**config.mk**
```make
export PLATFORM = sky130hd
export DESIGN_NAME = tiered_signature_scan_top_flat
export DESIGN_NICKNAME = d
export VERILOG_FILES = /design/src/sv/tss_pkg.sv /design/src/sv/tss_byte_if.sv /design/src/sv/tss_verdict_if.sv /design/src/sv/tiered_signature_scan_top.sv /design/src/flat_wrapper.sv
export SDC_FILE = /design/constraint.sdc
export NUM_CORES = 1
export LEC_CHECK = 0
export ABC_AREA = 1
export BUFFER_PORTS_ARGS = -buffer_cell sky130_fd_sc_hd__buf_2
export CAP_MARGIN = 15
export CORE_MARGIN = 8
export CORE_UTILIZATION = 30
export DETAILED_ROUTE_END_ITERATION = 16
export PLACE_DENSITY = 0.55
export RECOVER_POWER = 100
export SLEW_MARGIN = 20
export SYNTH_ARGS = -nofsm -noshare
export SYNTH_HDL_FRONTEND = slang
export SYNTH_SLANG_ARGS = --single-unit
```
**constraint.sdc**
```tcl
create_clock -name clk -period 3.05 [get_ports clk]
set_input_delay 0.1525 -clock clk [delete_from_list [all_inputs] [get_ports clk]]
set_output_delay 0.1525 -clock clk [all_outputs]
set_load 0.05 [all_outputs]
```
**src/sv/tss_pkg.sv**
```systemverilog
// tss_pkg: shared types and constants of the tiered signature scan block
// used by the channel interfaces and by tiered_signature_scan_top
package tss_pkg;

	localparam int unsigned DEFAULT_PREFIX_SCAN_BYTES = 32;

	localparam int unsigned COUNT_W = 33;
	localparam int unsigned BYTE_W = 8;
	localparam int unsigned HIST_W = 24;
	localparam int unsigned WIN_W = 32;
	localparam int unsigned MODE_W = 2;
	localparam int unsigned VERDICT_W = 2;

	localparam logic [WIN_W-1:0] SIG_NOP = 32'h9090_9090;
	localparam logic [WIN_W-1:0] SIG_INT3 = 32'hCCCC_CCCC;
	localparam logic [WIN_W-1:0] SIG_LOOP = 32'h0000_FEEB;

	localparam logic [COUNT_W-1:0] LIMIT_ENHANCED = 33'h0_4000_0000;
	localparam logic [COUNT_W-1:0] LIMIT_PARANOID = 33'h0_1000_0000;
	localparam logic [COUNT_W-1:0] MIN_WINDOW_COUNT = 33'd3;

	typedef enum logic [MODE_W-1:0] {
		MODE_DISABLED = 2'd0,
		MODE_BASIC = 2'd1,
		MODE_ENHANCED = 2'd2,
		MODE_PARANOID = 2'd3
	} mode_t;

	localparam mode_t MODE_RESET = MODE_ENHANCED;

	typedef enum logic [VERDICT_W-1:0] {
		VERDICT_PASS = 2'd0,
		VERDICT_EMPTY = 2'd1,
		VERDICT_TOO_LONG = 2'd2,
		VERDICT_SIGNATURE = 2'd3
	} verdict_t;

	typedef struct packed {
		logic passed;
		verdict_t verdict_code;
	} result_t;

	function automatic logic is_signature(input logic [WIN_W-1:0] window);
		return (window == SIG_NOP) || (window == SIG_INT3) || (window == SIG_LOOP);
	endfunction

endpackage

```
**src/sv/tss_byte_if.sv**
```systemverilog
// tss_byte_if: valid/ready channel that carries one region byte request
// depends on tss_pkg
interface tss_byte_if import tss_pkg::*; ();

	logic valid;
	logic ready;
	logic [BYTE_W-1:0] data_byte;
	logic has_byte;
	logic end_of_region;

	modport source (output valid, output data_byte, output has_byte,
		output end_of_region, input ready);
	modport sink (input valid, input data_byte, input has_byte,
		input end_of_region, output ready);

endinterface

```
**src/sv/tss_verdict_if.sv**
```systemverilog
// tss_verdict_if: valid/ready channel that carries one verdict request
// depends on tss_pkg
interface tss_verdict_if import tss_pkg::*; ();

	logic valid;
	logic ready;
	logic passed;
	logic [VERDICT_W-1:0] verdict_code;

	modport source (output valid, output passed, output verdict_code, input ready);
	modport sink (input valid, input passed, input verdict_code, output ready);

endinterface

```
**src/sv/tiered_signature_scan_top.sv**
```systemverilog
// tiered_signature_scan_top: streams a region one byte per request, scans it for
// code signatures and gives one verdict per region; depends on tss_pkg,
// tss_byte_if and tss_verdict_if
//
// Usage: one byte request is taken every clock cycle while bytes.ready is high. The byte
// counter, the three-byte history and the signature window compare update in the cycle the
// request is accepted; the verdict of a request that ends a region is registered into the
// queue head, or into the skid entry when the head is full and not popped. Verdicts pass
// through a two-entry output queue, so bytes keep flowing while a verdict waits; the byte
// channel stalls only when two verdicts are waiting. The security mode resets to enhanced mode;
// the user must write it with cfg_we/cfg_wdata while the block is idle, not enforced by the block.
module tiered_signature_scan_top import tss_pkg::*; #(
	parameter int unsigned PREFIX_SCAN_BYTES = DEFAULT_PREFIX_SCAN_BYTES
) (
	input logic clk,
	input logic arst_n,
	input logic cfg_we,
	input logic [MODE_W-1:0] cfg_wdata,
	tss_byte_if.sink bytes,
	tss_verdict_if.source verdict
);

	localparam logic [COUNT_W-1:0] PREFIX_COUNT = COUNT_W'(PREFIX_SCAN_BYTES);

	mode_t mode_q;
	logic [COUNT_W-1:0] count_q;
	logic [HIST_W-1:0] hist_q;
	logic seen_q;

	result_t head_q;
	result_t skid_q;
	logic head_valid_q;
	logic skid_valid_q;

	logic accept;
	logic take;
	logic push;
	logic pop;
	logic scan;
	logic hit;
	logic [COUNT_W-1:0] count_nx;
	logic [HIST_W-1:0] hist_nx;
	logic seen_nx;
	verdict_t code;
	result_t res;

	assign bytes.ready = !skid_valid_q;
	assign accept = bytes.valid && bytes.ready;
	assign take = accept && bytes.has_byte;
	assign push = accept && bytes.end_of_region;
	assign pop = head_valid_q && verdict.ready;

	// per-byte scan under the current mode
	always_comb begin
		unique case (mode_q)
			MODE_PARANOID: scan = 1'b1;
			MODE_ENHANCED: scan = count_q < PREFIX_COUNT;
			default: scan = 1'b0;
		endcase
		hit = scan && (count_q >= MIN_WINDOW_COUNT)
			&& is_signature({bytes.data_byte, hist_q});
	end

	always_comb begin
		count_nx = count_q;
		hist_nx = hist_q;
		seen_nx = seen_q;
		if (take) begin
			hist_nx = {bytes.data_byte, hist_q[HIST_W-1:BYTE_W]};
			seen_nx = seen_q || hit;
			if (!count_q[COUNT_W-1]) begin
				count_nx = count_q + COUNT_W'(1);
			end
		end
	end

	// verdict from the count and flag including the byte of this request
	always_comb begin
		unique case (mode_q)
			MODE_DISABLED: code = VERDICT_PASS;
			MODE_BASIC: begin
				priority if (count_nx == '0) code = VERDICT_EMPTY;
				else if (count_nx[COUNT_W-1]) code = VERDICT_TOO_LONG;
				else code = VERDICT_PASS;
			end
			MODE_ENHANCED: begin
				priority if (count_nx == '0) code = VERDICT_EMPTY;
				else if (count_nx > LIMIT_ENHANCED) code = VERDICT_TOO_LONG;
				else if (seen_nx) code = VERDICT_SIGNATURE;
				else code = VERDICT_PASS;
			end
			default: begin
				priority if (count_nx == '0) code = VERDICT_EMPTY;
				else if (count_nx > LIMIT_PARANOID) code = VERDICT_TOO_LONG;
				else if (seen_nx) code = VERDICT_SIGNATURE;
				else code = VERDICT_PASS;
			end
		endcase
		res.passed = (code == VERDICT_PASS);
		res.verdict_code = code;
	end

	always_ff @(posedge clk or negedge arst_n) begin
		if (!arst_n) begin
			mode_q <= MODE_RESET;
		end else if (cfg_we) begin
			mode_q <= mode_t'(cfg_wdata);
		end
	end

	always_ff @(posedge clk or negedge arst_n) begin
		if (!arst_n) begin
			count_q <= '0;
			hist_q <= '0;
			seen_q <= 1'b0;
		end else if (push) begin
			count_q <= '0;
			hist_q <= '0;
			seen_q <= 1'b0;
		end else begin
			count_q <= count_nx;
			hist_q <= hist_nx;
			seen_q <= seen_nx;
		end
	end

	// two-entry verdict queue
	always_ff @(posedge clk or negedge arst_n) begin
		if (!arst_n) begin
			head_valid_q <= 1'b0;
			skid_valid_q <= 1'b0;
		end else begin
			if (pop) begin
				if (skid_valid_q) begin
					skid_valid_q <= 1'b0;
				end else begin
					head_valid_q <= push;
				end
			end else if (push) begin
				if (head_valid_q) begin
					skid_valid_q <= 1'b1;
				end else begin
					head_valid_q <= 1'b1;
				end
			end
		end
	end

	always_ff @(posedge clk) begin
		if (pop && skid_valid_q) begin
			head_q <= skid_q;
		end else if (push && (pop || !head_valid_q)) begin
			head_q <= res;
		end
		if (push && head_valid_q && !pop) begin
			skid_q <= res;
		end
	end

	assign verdict.valid = head_valid_q;
	assign verdict.passed = head_q.passed;
	assign verdict.verdict_code = head_q.verdict_code;

endmodule

```
**src/flat_wrapper.sv**
```systemverilog
// flat-port wrapper written by rule: the top's interface ports become plain ports
module tiered_signature_scan_top_flat import tss_pkg::*;
#(
	parameter int unsigned PREFIX_SCAN_BYTES = DEFAULT_PREFIX_SCAN_BYTES
)
  (clk, arst_n, cfg_we, cfg_wdata, bytes_valid, bytes_data_byte, bytes_has_byte, bytes_end_of_region, bytes_ready, verdict_valid, verdict_passed, verdict_verdict_code, verdict_ready);
  tss_byte_if bytes_i ();
  tss_verdict_if verdict_i ();
  input logic clk;
  input logic arst_n;
  input logic cfg_we;
  input logic [MODE_W-1:0] cfg_wdata;
  input wire logic [$bits(bytes_i.valid)-1:0] bytes_valid;
  input wire logic [$bits(bytes_i.data_byte)-1:0] bytes_data_byte;
  input wire logic [$bits(bytes_i.has_byte)-1:0] bytes_has_byte;
  input wire logic [$bits(bytes_i.end_of_region)-1:0] bytes_end_of_region;
  output wire logic [$bits(bytes_i.ready)-1:0] bytes_ready;
  output wire logic [$bits(verdict_i.valid)-1:0] verdict_valid;
  output wire logic [$bits(verdict_i.passed)-1:0] verdict_passed;
  output wire logic [$bits(verdict_i.verdict_code)-1:0] verdict_verdict_code;
  input wire logic [$bits(verdict_i.ready)-1:0] verdict_ready;
  assign bytes_i.valid = bytes_valid;
  assign bytes_i.data_byte = bytes_data_byte;
  assign bytes_i.has_byte = bytes_has_byte;
  assign bytes_i.end_of_region = bytes_end_of_region;
  assign bytes_ready = bytes_i.ready;
  assign verdict_valid = verdict_i.valid;
  assign verdict_passed = verdict_i.passed;
  assign verdict_verdict_code = verdict_i.verdict_code;
  assign verdict_i.ready = verdict_ready;
  tiered_signature_scan_top #(.PREFIX_SCAN_BYTES(PREFIX_SCAN_BYTES)) u_core (.clk(clk), .arst_n(arst_n), .cfg_we(cfg_we), .cfg_wdata(cfg_wdata), .bytes(bytes_i), .verdict(verdict_i));
endmodule
```
### Yosys cells after proc, flatten, opt, wreduce, memory -nomap -nowiden

Index checks and enable logic that the tools add are counted.

* register bits after elaboration: 68
* input bits: 17
* word-level logic and storage cells: 72

* $add $sub $neg: 1
* order comparisons: 4
* equal/unequal tests: 7
* muxes and demuxes: 24
* reductions and logical operators: 26

Operators with widths (count)
* 2-to-1 mux 33 bit: 3
* equality test 32 bit, second input constant: 2
* 2-to-1 mux 24 bit: 2
* adder 33 x 1 -> 33 bit, second input constant: 1
* >= comparator 33 x 2 -> 1 bit, second input constant: 1
* greater-than comparator 33 x 29 -> 1 bit, second input constant: 1
* greater-than comparator 33 x 31 -> 1 bit, second input constant: 1
* logical NOT 33 bit: 1
* < comparator 33 x 6 -> 1 bit, second input constant: 1
* equality test 32 x 16 -> 1 bit, second input constant: 1
* 2-to-1 mux 2 bit: 7
* logical AND 1 bit: 10
* 2-to-1 mux 1 bit: 8
* nonzero test 2 bit: 4
* 2-to-1 mux 3 bit: 2
* case mux 2 bit (3 select lines): 1
* equality test 2 bit, second input constant: 2
* logical NOT 2 bit: 2
* logical OR 1 bit: 4
* AND reduction 2 bit: 2
* logical NOT 1 bit: 3
* equality test 2 x 1 -> 1 bit, second input constant: 1
* != test 2 bit, second input constant: 1
* case mux 1 bit (2 select lines): 1

### Longest topological paths before layout

Gate-level depths: netlist of run 1.

* depth in word-level cells: 13
* mapped depth: 20
* gate-level depth less buffers: 20

### Worst setup path after synthesis of run 1

No wires, ideal clock.

* kind: reg-to-reg
* from: register u_core.count_q[0]
* to: register u_core.head_q (netlist bit u_core.verdict.passed), data pin
* setup time: 0.253 ns
* arrival: 2.182 ns
* required time: 2.797 ns
* setup slack: 0.614 ns
* stages on the path, launching flop included: 19
* clock period less this slack: 2.436 ns
* path through: dfrtp_1 -> ha_1 -> nand2_1 -> nor2_2 -> nand2_2 -> nor2_4 -> buf_6 -> nand2_1 -> nand2_2 -> nand3_1 -> nor2_1 -> nand2_1 -> nor2_2 -> nand4_2 -> or2_0 -> nand2_1 -> nor2_2 -> nand3_1 -> nand2_1

* cells in the longest elaborated chain, start to end: 13
* elaborated cells on any way between the ends: 24
* those cells by class: add/sub (1); order compare (4); mux (14); reduce/logical (5)

RTL lines
* start, declared: RTL line tiered_signature_scan_top.sv:26 `logic [COUNT_W-1:0] count_q;`
* start signal, assigned: RTL line tiered_signature_scan_top.sv:121 `count_q <= count_nx;`
* branches (longest 9 deep; another with adder 33 x 1 -> 33 bit)
* case mux 2 bit (3 select lines) *: RTL line tiered_signature_scan_top.sv:79 `unique case (mode_q)`
* logical NOT 2 bit *: RTL line tiered_signature_scan_top.sv:99 `res.passed = (code == VERDICT_PASS);`
* 2-to-1 mux 3 bit *: RTL line tiered_signature_scan_top.sv:152 `end else if (push && (pop || !head_valid_q)) begin`
* 2-to-1 mux 3 bit *: RTL line tiered_signature_scan_top.sv:150 `if (pop && skid_valid_q) begin`
* end signal, assigned: RTL line tiered_signature_scan_top.sv:151 `head_q <= skid_q;`
* end signal, assigned: RTL line tiered_signature_scan_top.sv:153 `head_q <= res;`
* end, declared: RTL line tiered_signature_scan_top.sv:30 `result_t head_q;`

Mark *: on every way between the ends. The select of a mux whose other input is x is not followed.
A chain may end at the register's enable or synchronous reset.

### Worst setup path after layout of run 1

Ends and elaborated chain as after synthesis.

==> metrics.txt, run 1 <==
Final nets=723; Multi-input gate area=2230 sq um; min Tclk post-route=2.83 ns; hold path cells=3; Synth area leaders=dfrtp_1, nand2_1, nor2_1; commonest cells in the netlist=nand2_1, nor2_1, inv_1, dfrtp_1, nand3_1; Worst Setup End Kind=register; Core ar.=14500 sq um; final slew viol count=0; Leak=2.41 nW; initial antenna violation count=0; ys async rst share=91.2%; # Max-Cap Violations=0; EDFF count, synth=6; peak supply drop=0.294 mV; crit path max fanout=9; Inserted Diodes=0; power density over the cells=400 nW/um^2; vias in the first global route=3901; CTS tree=built; actual slew at the worst max-slew pin=1.05 ns; routed wire length=12400 um; drt drc=0; post-layout util=35.2%; synthesized net count=686; dpl ws=0.174 ns; RR Startpoint=u_core.count_q[0]$_DFF_PN0_; DR WL/cell=13.8 um; Slew HR=29.7%; worst min path class=in2reg; Synth cell types=32; Initial Utilization=30.7%; Syn Area/Cell=6.65 sq um; height of the die=138 um; Initial DRT Pass Iterations=7; die width=138 um; I/O Buffers=21; Worst R2R End=u_core.verdict.passed$_DFFE_PP_; power after layout=2.04 mW; Ports=22; Crit Path Class=reg2reg; Setup crit start kind=register; largest net degree at the start of global routing=37; Total Negative Setup Slacks=0 ns; Starting DRT DRC Count=282; antenna viol nets, final=0; RSZ-0062 raised after global routing=no; worst hold slack=0.0149 ns; vias post-DR=4172; clk_skew=0.0101 ns; grt ovf=0; hold_sp=cfg_wdata[0]; R2R Setup Slk=0.22 ns; fmax=0.353 GHz; Total GRT Usage=13.8%; Vias per Instance=4.67; H-tree Lvls=3; Synth top area share=34.3%; post-synth top area cell=dfrtp_1; status=completed; cell area after synthesis=4440 sq um; number of core rows=44; period utilization=92.9%; top_reg_cell synth=dfrtp_1; Hold Path End=u_core.mode_q[0]$_DFFE_PN0P_; Synth Register Bits=68; cell count after synthesis=668; die footprint=19000 sq um; clk sinks=68; Register Area=1730 sq um; P&R area growth vs syn=14.8%; CTS root buffer=clkbuf_16; Post-DP HPWL=9490 um; total CTS buffers=9; first-pass GRT wire length=20100 um; Placer Congestion=0.868; Reg2Reg Depth=17; CP required=3.15 ns; part of the Yosys area used for sequential elements=39.0%; filler instances=1552; Final setup viols=0; final hold viol count=0; maximum clock insertion buffer count=2; final worst slack=0.217 ns; Clock Latency Late Sink=0.34 ns; count leader, synth=nand2_1; share of cells above drive strength 1=11.0%; YS warnings=0; clock transition at the registers of the reported paths=0.06 ns; WP data arrival=2.93 ns
==> registers in the layout, indices dropped and copies added (netlist names) <==
name and count:
u_core.verdict.valid 1, u_core.count_q 33, u_core.verdict.passed 1, u_core.hist_q 24, u_core.mode_q 2, u_core.skid_q 3
u_core.seen_q 1, u_core.verdict.verdict_code 2, u_core.skid_valid_q 1
==> layout by cell type, fill, tap and decap left out, drive strengths merged <==
| cell | n |
|---|---|
| clkinv | 5 |
| a21boi | 2 |
| nand4 | 26 |
| nand2 | 201 |
| ha | 1 |
| nand3 | 57 |
| nor2 | 123 |
| buf | 20 |
| nor4 | 9 |
| clkbuf | 25 |
| nor3 | 5 |
| dlygate4sd3 | 2 |
| o21ai | 22 |
| nand3b | 7 |
| edfxtp | 6 |
| inv | 107 |
| xnor2 | 1 |
| and2 | 1 |
| dfstp | 1 |
| clkinvlp | 2 |
| o22ai | 12 |
| o21bai | 2 |
| or2 | 1 |
| a21oi | 11 |
| dfrtp | 61 |
==> logic make-up after synthesis <==
kind of cell,Yosys count,share of synthesized area (%)
buffers and inverters,119,10.6
adder cells (fa/ha/maj),1,0.281
flip-flops,68,39.0
XOR/XNOR,1,0.197
AND/OR/NAND/NOR,430,43.8
AO/OA/AOI/OAI,49,6.17
==> through the flow <==
step	cells	area [sq um]
floorplan	668	4440
global placement	871	4780
detailed placement	871	4780
CTS	889	5110
global route	894	5100
finish	894	5100
==> timing repair <==
item / 4_1_cts / 5_1_grt
hold endpoints to repair: 14 / 0
resized for setup: 0 / 1
hold buffers: 2 / 0
endpoints found under the setup margin: 0 / 4
setup buffers: 0 / 5
==> power breakdown <==
| group | switching, mW | total (mW) | internal (mW) |
|---|---|---|---|
| logic | 0.0428 | 0.0622 | 0.0195 |
| clock network | 0.433 | 1.06 | 0.628 |
| registers | 0.00235 | 0.920 | 0.918 |
==> final cells by class <==
cell class / count / share of cell area (%)
inverters: 109 / 8.02
clock buffers: 11 / 5.18
flip-flops and latches: 68 / 34.0
clock inverters: 5 / 0.809
repair buffers: 36 / 3.85
well taps: 184 / 4.51
multi-input cells: 481 / 43.7
==> critical path, cell delays in order (launching register included) <==
cell and delay [ns]:
dfrtp_1 0.45, ha_2 0.26, nand2_1 0.08, nor2_2 0.17, nand2_2 0.10, nor2_4 0.22, nand2_1 0.08, nand2_1 0.06
nand2_1 0.06, nor2_1 0.22, nand3_1 0.14, nor2_2 0.15, nand4_2 0.12, or2_0 0.23, nand2_1 0.07, nor2_2 0.06
nand3_1 0.08, nand2_1 0.05
==> per-layer routing <==
| layer | global-route usage [%] | vias to the layer above | share of wire [%] |
|---|---|---|---|
| met3 | 2.55 | 13 | 4.6 |
| met4 | 4.96 | 0 | 1.9 |
| met5 | 0 | - | 0 |
| met2 | 20.7 | 84 | 44 |
| li1 | - | 2191 | - |
| met1 | 19.1 | 1884 | 50 |
==> worst max-delay path by stage <==
stage                                               endpoint  depth (start not counted)  slack (ns)                        start
floorplan                    u_core.verdict.passed$_DFFE_PP_                         18        0.61  u_core.count_q[0]$_DFF_PN0_
CTS                          u_core.verdict.passed$_DFFE_PP_                         17        0.16  u_core.count_q[0]$_DFF_PN0_
global route        u_core.verdict.verdict_code[1]$_DFFE_PP_                         19       0.008  u_core.count_q[0]$_DFF_PN0_
finish                       u_core.verdict.passed$_DFFE_PP_                         17        0.22  u_core.count_q[0]$_DFF_PN0_
detailed placement           u_core.verdict.passed$_DFFE_PP_                         17        0.17  u_core.count_q[0]$_DFF_PN0_
global placement             u_core.verdict.passed$_DFFE_PP_                         17        0.23  u_core.count_q[0]$_DFF_PN0_
Power figures use the tool's default switching activity.
==> run 2: changes to the inputs <==
--- a/config.mk
+++ b/config.mk
@@ -9,9 +9,10 @@
 export BUFFER_PORTS_ARGS = -buffer_cell sky130_fd_sc_hd__buf_2
 export CAP_MARGIN = 15
 export CORE_MARGIN = 8
-export CORE_UTILIZATION = 30
+export CORE_UTILIZATION = 60
+export CTS_BUF_LIST = sky130_fd_sc_hd__clkbuf_8
 export DETAILED_ROUTE_END_ITERATION = 16
-export PLACE_DENSITY = 0.55
+export PLACE_DENSITY = 0.85
 export RECOVER_POWER = 100
 export SLEW_MARGIN = 20
 export SYNTH_ARGS = -nofsm -noshare
==> metrics.txt, run 2 (synthesis gave the netlist of run 1 again) <==
Core ar.=7210 sq um (was 14500 sq um); maximum clock insertion buffer count=2 (unchanged); WP data arrival=2.94 ns (was 2.93 ns); CTS root buffer=clkbuf_8 (was clkbuf_16); die footprint=10400 sq um (was 19000 sq um); initial antenna violation count=0 (unchanged); clk sinks=68 (unchanged); CTS tree=built (unchanged); Crit Path Class=reg2reg (unchanged); crit-path cells=ha_2 -> nand2_1 -> nor2_4 -> nand2_2 -> nor2_4 -> buf_12 -> nand2_1 -> nand2_1 -> nand2_1 -> nor2_1 -> nand3_1 -> nor2_2 -> nand4_2 -> or2_0 -> nand2_1 -> nor2_1 -> nand3_1 -> nand2_1 (was ha_2 -> nand2_1 -> nor2_2 -> nand2_2 -> nor2_4 -> nand2_1 -> nand2_1 -> nand2_1 -> nor2_1 -> nand3_1 -> nor2_2 -> nand4_2 -> or2_0 -> nand2_1 -> nor2_2 -> nand3_1 -> nand2_1); Placer Congestion=0.966 (was 0.868); Slowest cell on crit path=dfrtp_1 (unchanged); fmax=0.354 GHz (was 0.353 GHz); clk_skew=0.0104 ns (was 0.0101 ns); Final nets=720 (was 723); power after layout=1.84 mW (was 2.04 mW); routed wire length=12200 um (was 12400 um); Initial DRT Pass Iterations=8 (was 7); Setup crit start kind=register (unchanged); number of core rows=31 (was 44); RSZ-0062 raised after global routing=no (unchanged); Top reg by flops=u_core.count_q (unchanged); status=finished with violations (was completed); Clock Latency Late Sink=0.36 ns (was 0.34 ns); worst min path class=in2reg (unchanged); min Tclk post-route=2.82 ns (was 2.83 ns); Worst Setup End Kind=register (unchanged); crit path max fanout=8 (was 9); final slew viol count=33 (was 0); Total Negative Setup Slacks=0 ns (unchanged); Crit. Startpoint=u_core.count_q[1]$_DFF_PN0_ (was u_core.count_q[0]$_DFF_PN0_); Inserted Diodes=0 (unchanged); period utilization=92.5% (was 92.9%); antenna viol nets, final=0 (unchanged); hold_sp=cfg_wdata[0] (unchanged); DR WL/cell=15.1 um (was 13.8 um); grt ovf=0 (unchanged); clock transition at the registers of the reported paths=0.08 ns (was 0.06 ns); max FFs per register=33 (unchanged); peak supply drop=0.323 mV (was 0.294 mV); Initial Utilization=61.6% (was 30.7%); first-pass GRT wire length=20800 um (was 20100 um); Starting DRT DRC Count=374 (was 282); commonest non-fill, non-tap cell in the layout=nand2_1 (unchanged); most frequent cells in the layout=nand2_1, nor2_1, inv_1 (unchanged); CP required=3.17 ns (was 3.15 ns); share of cells above drive strength 1=11.0% (about the same); Vias per Instance=5.54 (was 4.67); drt drc=0 (unchanged); vias in the first global route=4423 (was 3901); vias post-DR=4467 (was 4172); Post-DP HPWL=9330 um (was 9490 um); actual slew at the worst max-slew pin=1.84 ns (was 1.05 ns); I/O Buffers=21 (unchanged); Total GRT Usage=25.7% (was 13.8%); worst path bufs/invs=1 (was 0); CP peak stage delay=0.43 ns (was 0.45 ns); Top Registers=u_core.count_q (33), u_core.hist_q (24), u_core.skid_q (3) (unchanged); CP top delay family=simple AND/OR/NAND/NOR gates (unchanged); Slew HR=-22.5% (was 29.7%); Leak=2.37 nW (was 2.41 nW); H-tree Lvls=3 (unchanged); total CTS buffers=9 (unchanged); Ports=22 (unchanged); final hold viol count=0 (unchanged); # Max-Cap Violations=1 (was 0); filler instances=647 (was 1552); failing checks=capacitance limit, slew limit; largest net degree at the start of global routing=33 (was 37); die width=102 um (was 138 um); crit-path most repeated cell=nand2_1 (unchanged); RR Startpoint=u_core.count_q[1]$_DFF_PN0_ (was u_core.count_q[0]$_DFF_PN0_); height of the die=102 um (was 138 um); power density over the cells=374 nW/um^2 (was 400 nW/um^2); Final setup viols=0 (unchanged); P&R area growth vs syn=10.8% (was 14.8%)
-- run 2: cell count changes in the layout (fill, tap and decap cells not counted), sizes merged --
| cell | delta |
|---|---|
| dlygate4sd3 | +1 |
| clkbuf | -5 |
| bufinv | +2 |
| clkinvlp | -1 |
-- run 2: area by class of cell --
cell class                      instances  area [sq um]  share of cell area, %
Multi-Input combinational cell        481          2240                   45.4
Sequential cell                        68          1730                   35.2
Inverter                              109           409                   8.31
Timing Repair Buffer                   33           196                   3.99
Clock buffer                           10           138                   2.79
Tap cell                               99           124                   2.52
Clock inverter                          6          86.3                   1.75
-- run 2: report_power, final --
group | internal (mW) | total, mW | switching [mW]
Sequential | 0.916 | 0.919 | 0.00256
Combinational | 0.0205 | 0.0644 | 0.0439
Clock | 0.483 | 0.858 | 0.376
-- run 2: metrics by stage --
stage / utilization, % / std cells / cell area (sq um) / hold WS [ns] / worst slack, ns
after detailed placement: 64.7 / 785 / 4670 / 0.275 / 0.131
after global placement: 64.7 / 785 / 4670 / 0.259 / 0.269
after CTS: 68.2 / 804 / 4920 / 0.00911 / 0.135
after floorplan: - / 668 / 4440 / -0.143 / 0.614
after global routing: 68.3 / 806 / 4920 / 0.0219 / 0.00216
final: 68.3 / 806 / 4920 / 0.0221 / 0.228
-- run 2: worst paths after layout --
kind | to | slack [ns] | cells after the start
setup / recovery | u_core.verdict.passed$_DFFE_PP_ | 0.23 | 18
hold / removal | u_core.mode_q[0]$_DFFE_PN0P_ | 0.02 | 3
setup reg to reg | u_core.verdict.passed$_DFFE_PP_ | 0.23 | 18
hold reg to reg | u_core.verdict.passed$_DFFE_PP_ | 0.51 | 2
max in group asynchronous | u_core.mode_q[1]$_DFFE_PN1P_ | 0.91 | 3
min in group asynchronous | u_core.count_q[7]$_DFF_PN0_ | 0.83 | 2
-- run 2: what timing repair did --
item                       in CTS  in global routing
setup endpoints to repair       0                  6
hold endpoints to repair       32                  0
gates resized for setup         0                  3
buffers inserted                0                  2
hold buffers                    3                  0
-- run 2: per-layer routing --
layer,vias to the layer above,track usage [%],wire length (um)
met1,2047,31.6,5030
met2,192,41.5,5770
met4,0,13.8,455
met3,40,5.25,896
met5,-,0,0
li1,2188,-,-
-- run 2: tightest hold or removal path: cells and delay by family --
family                 cells  cell delay (ns)
buffers and inverters      1             0.08
AO/OA/AOI/OAI              1             0.07
AND/OR/NAND/NOR            1             0.04
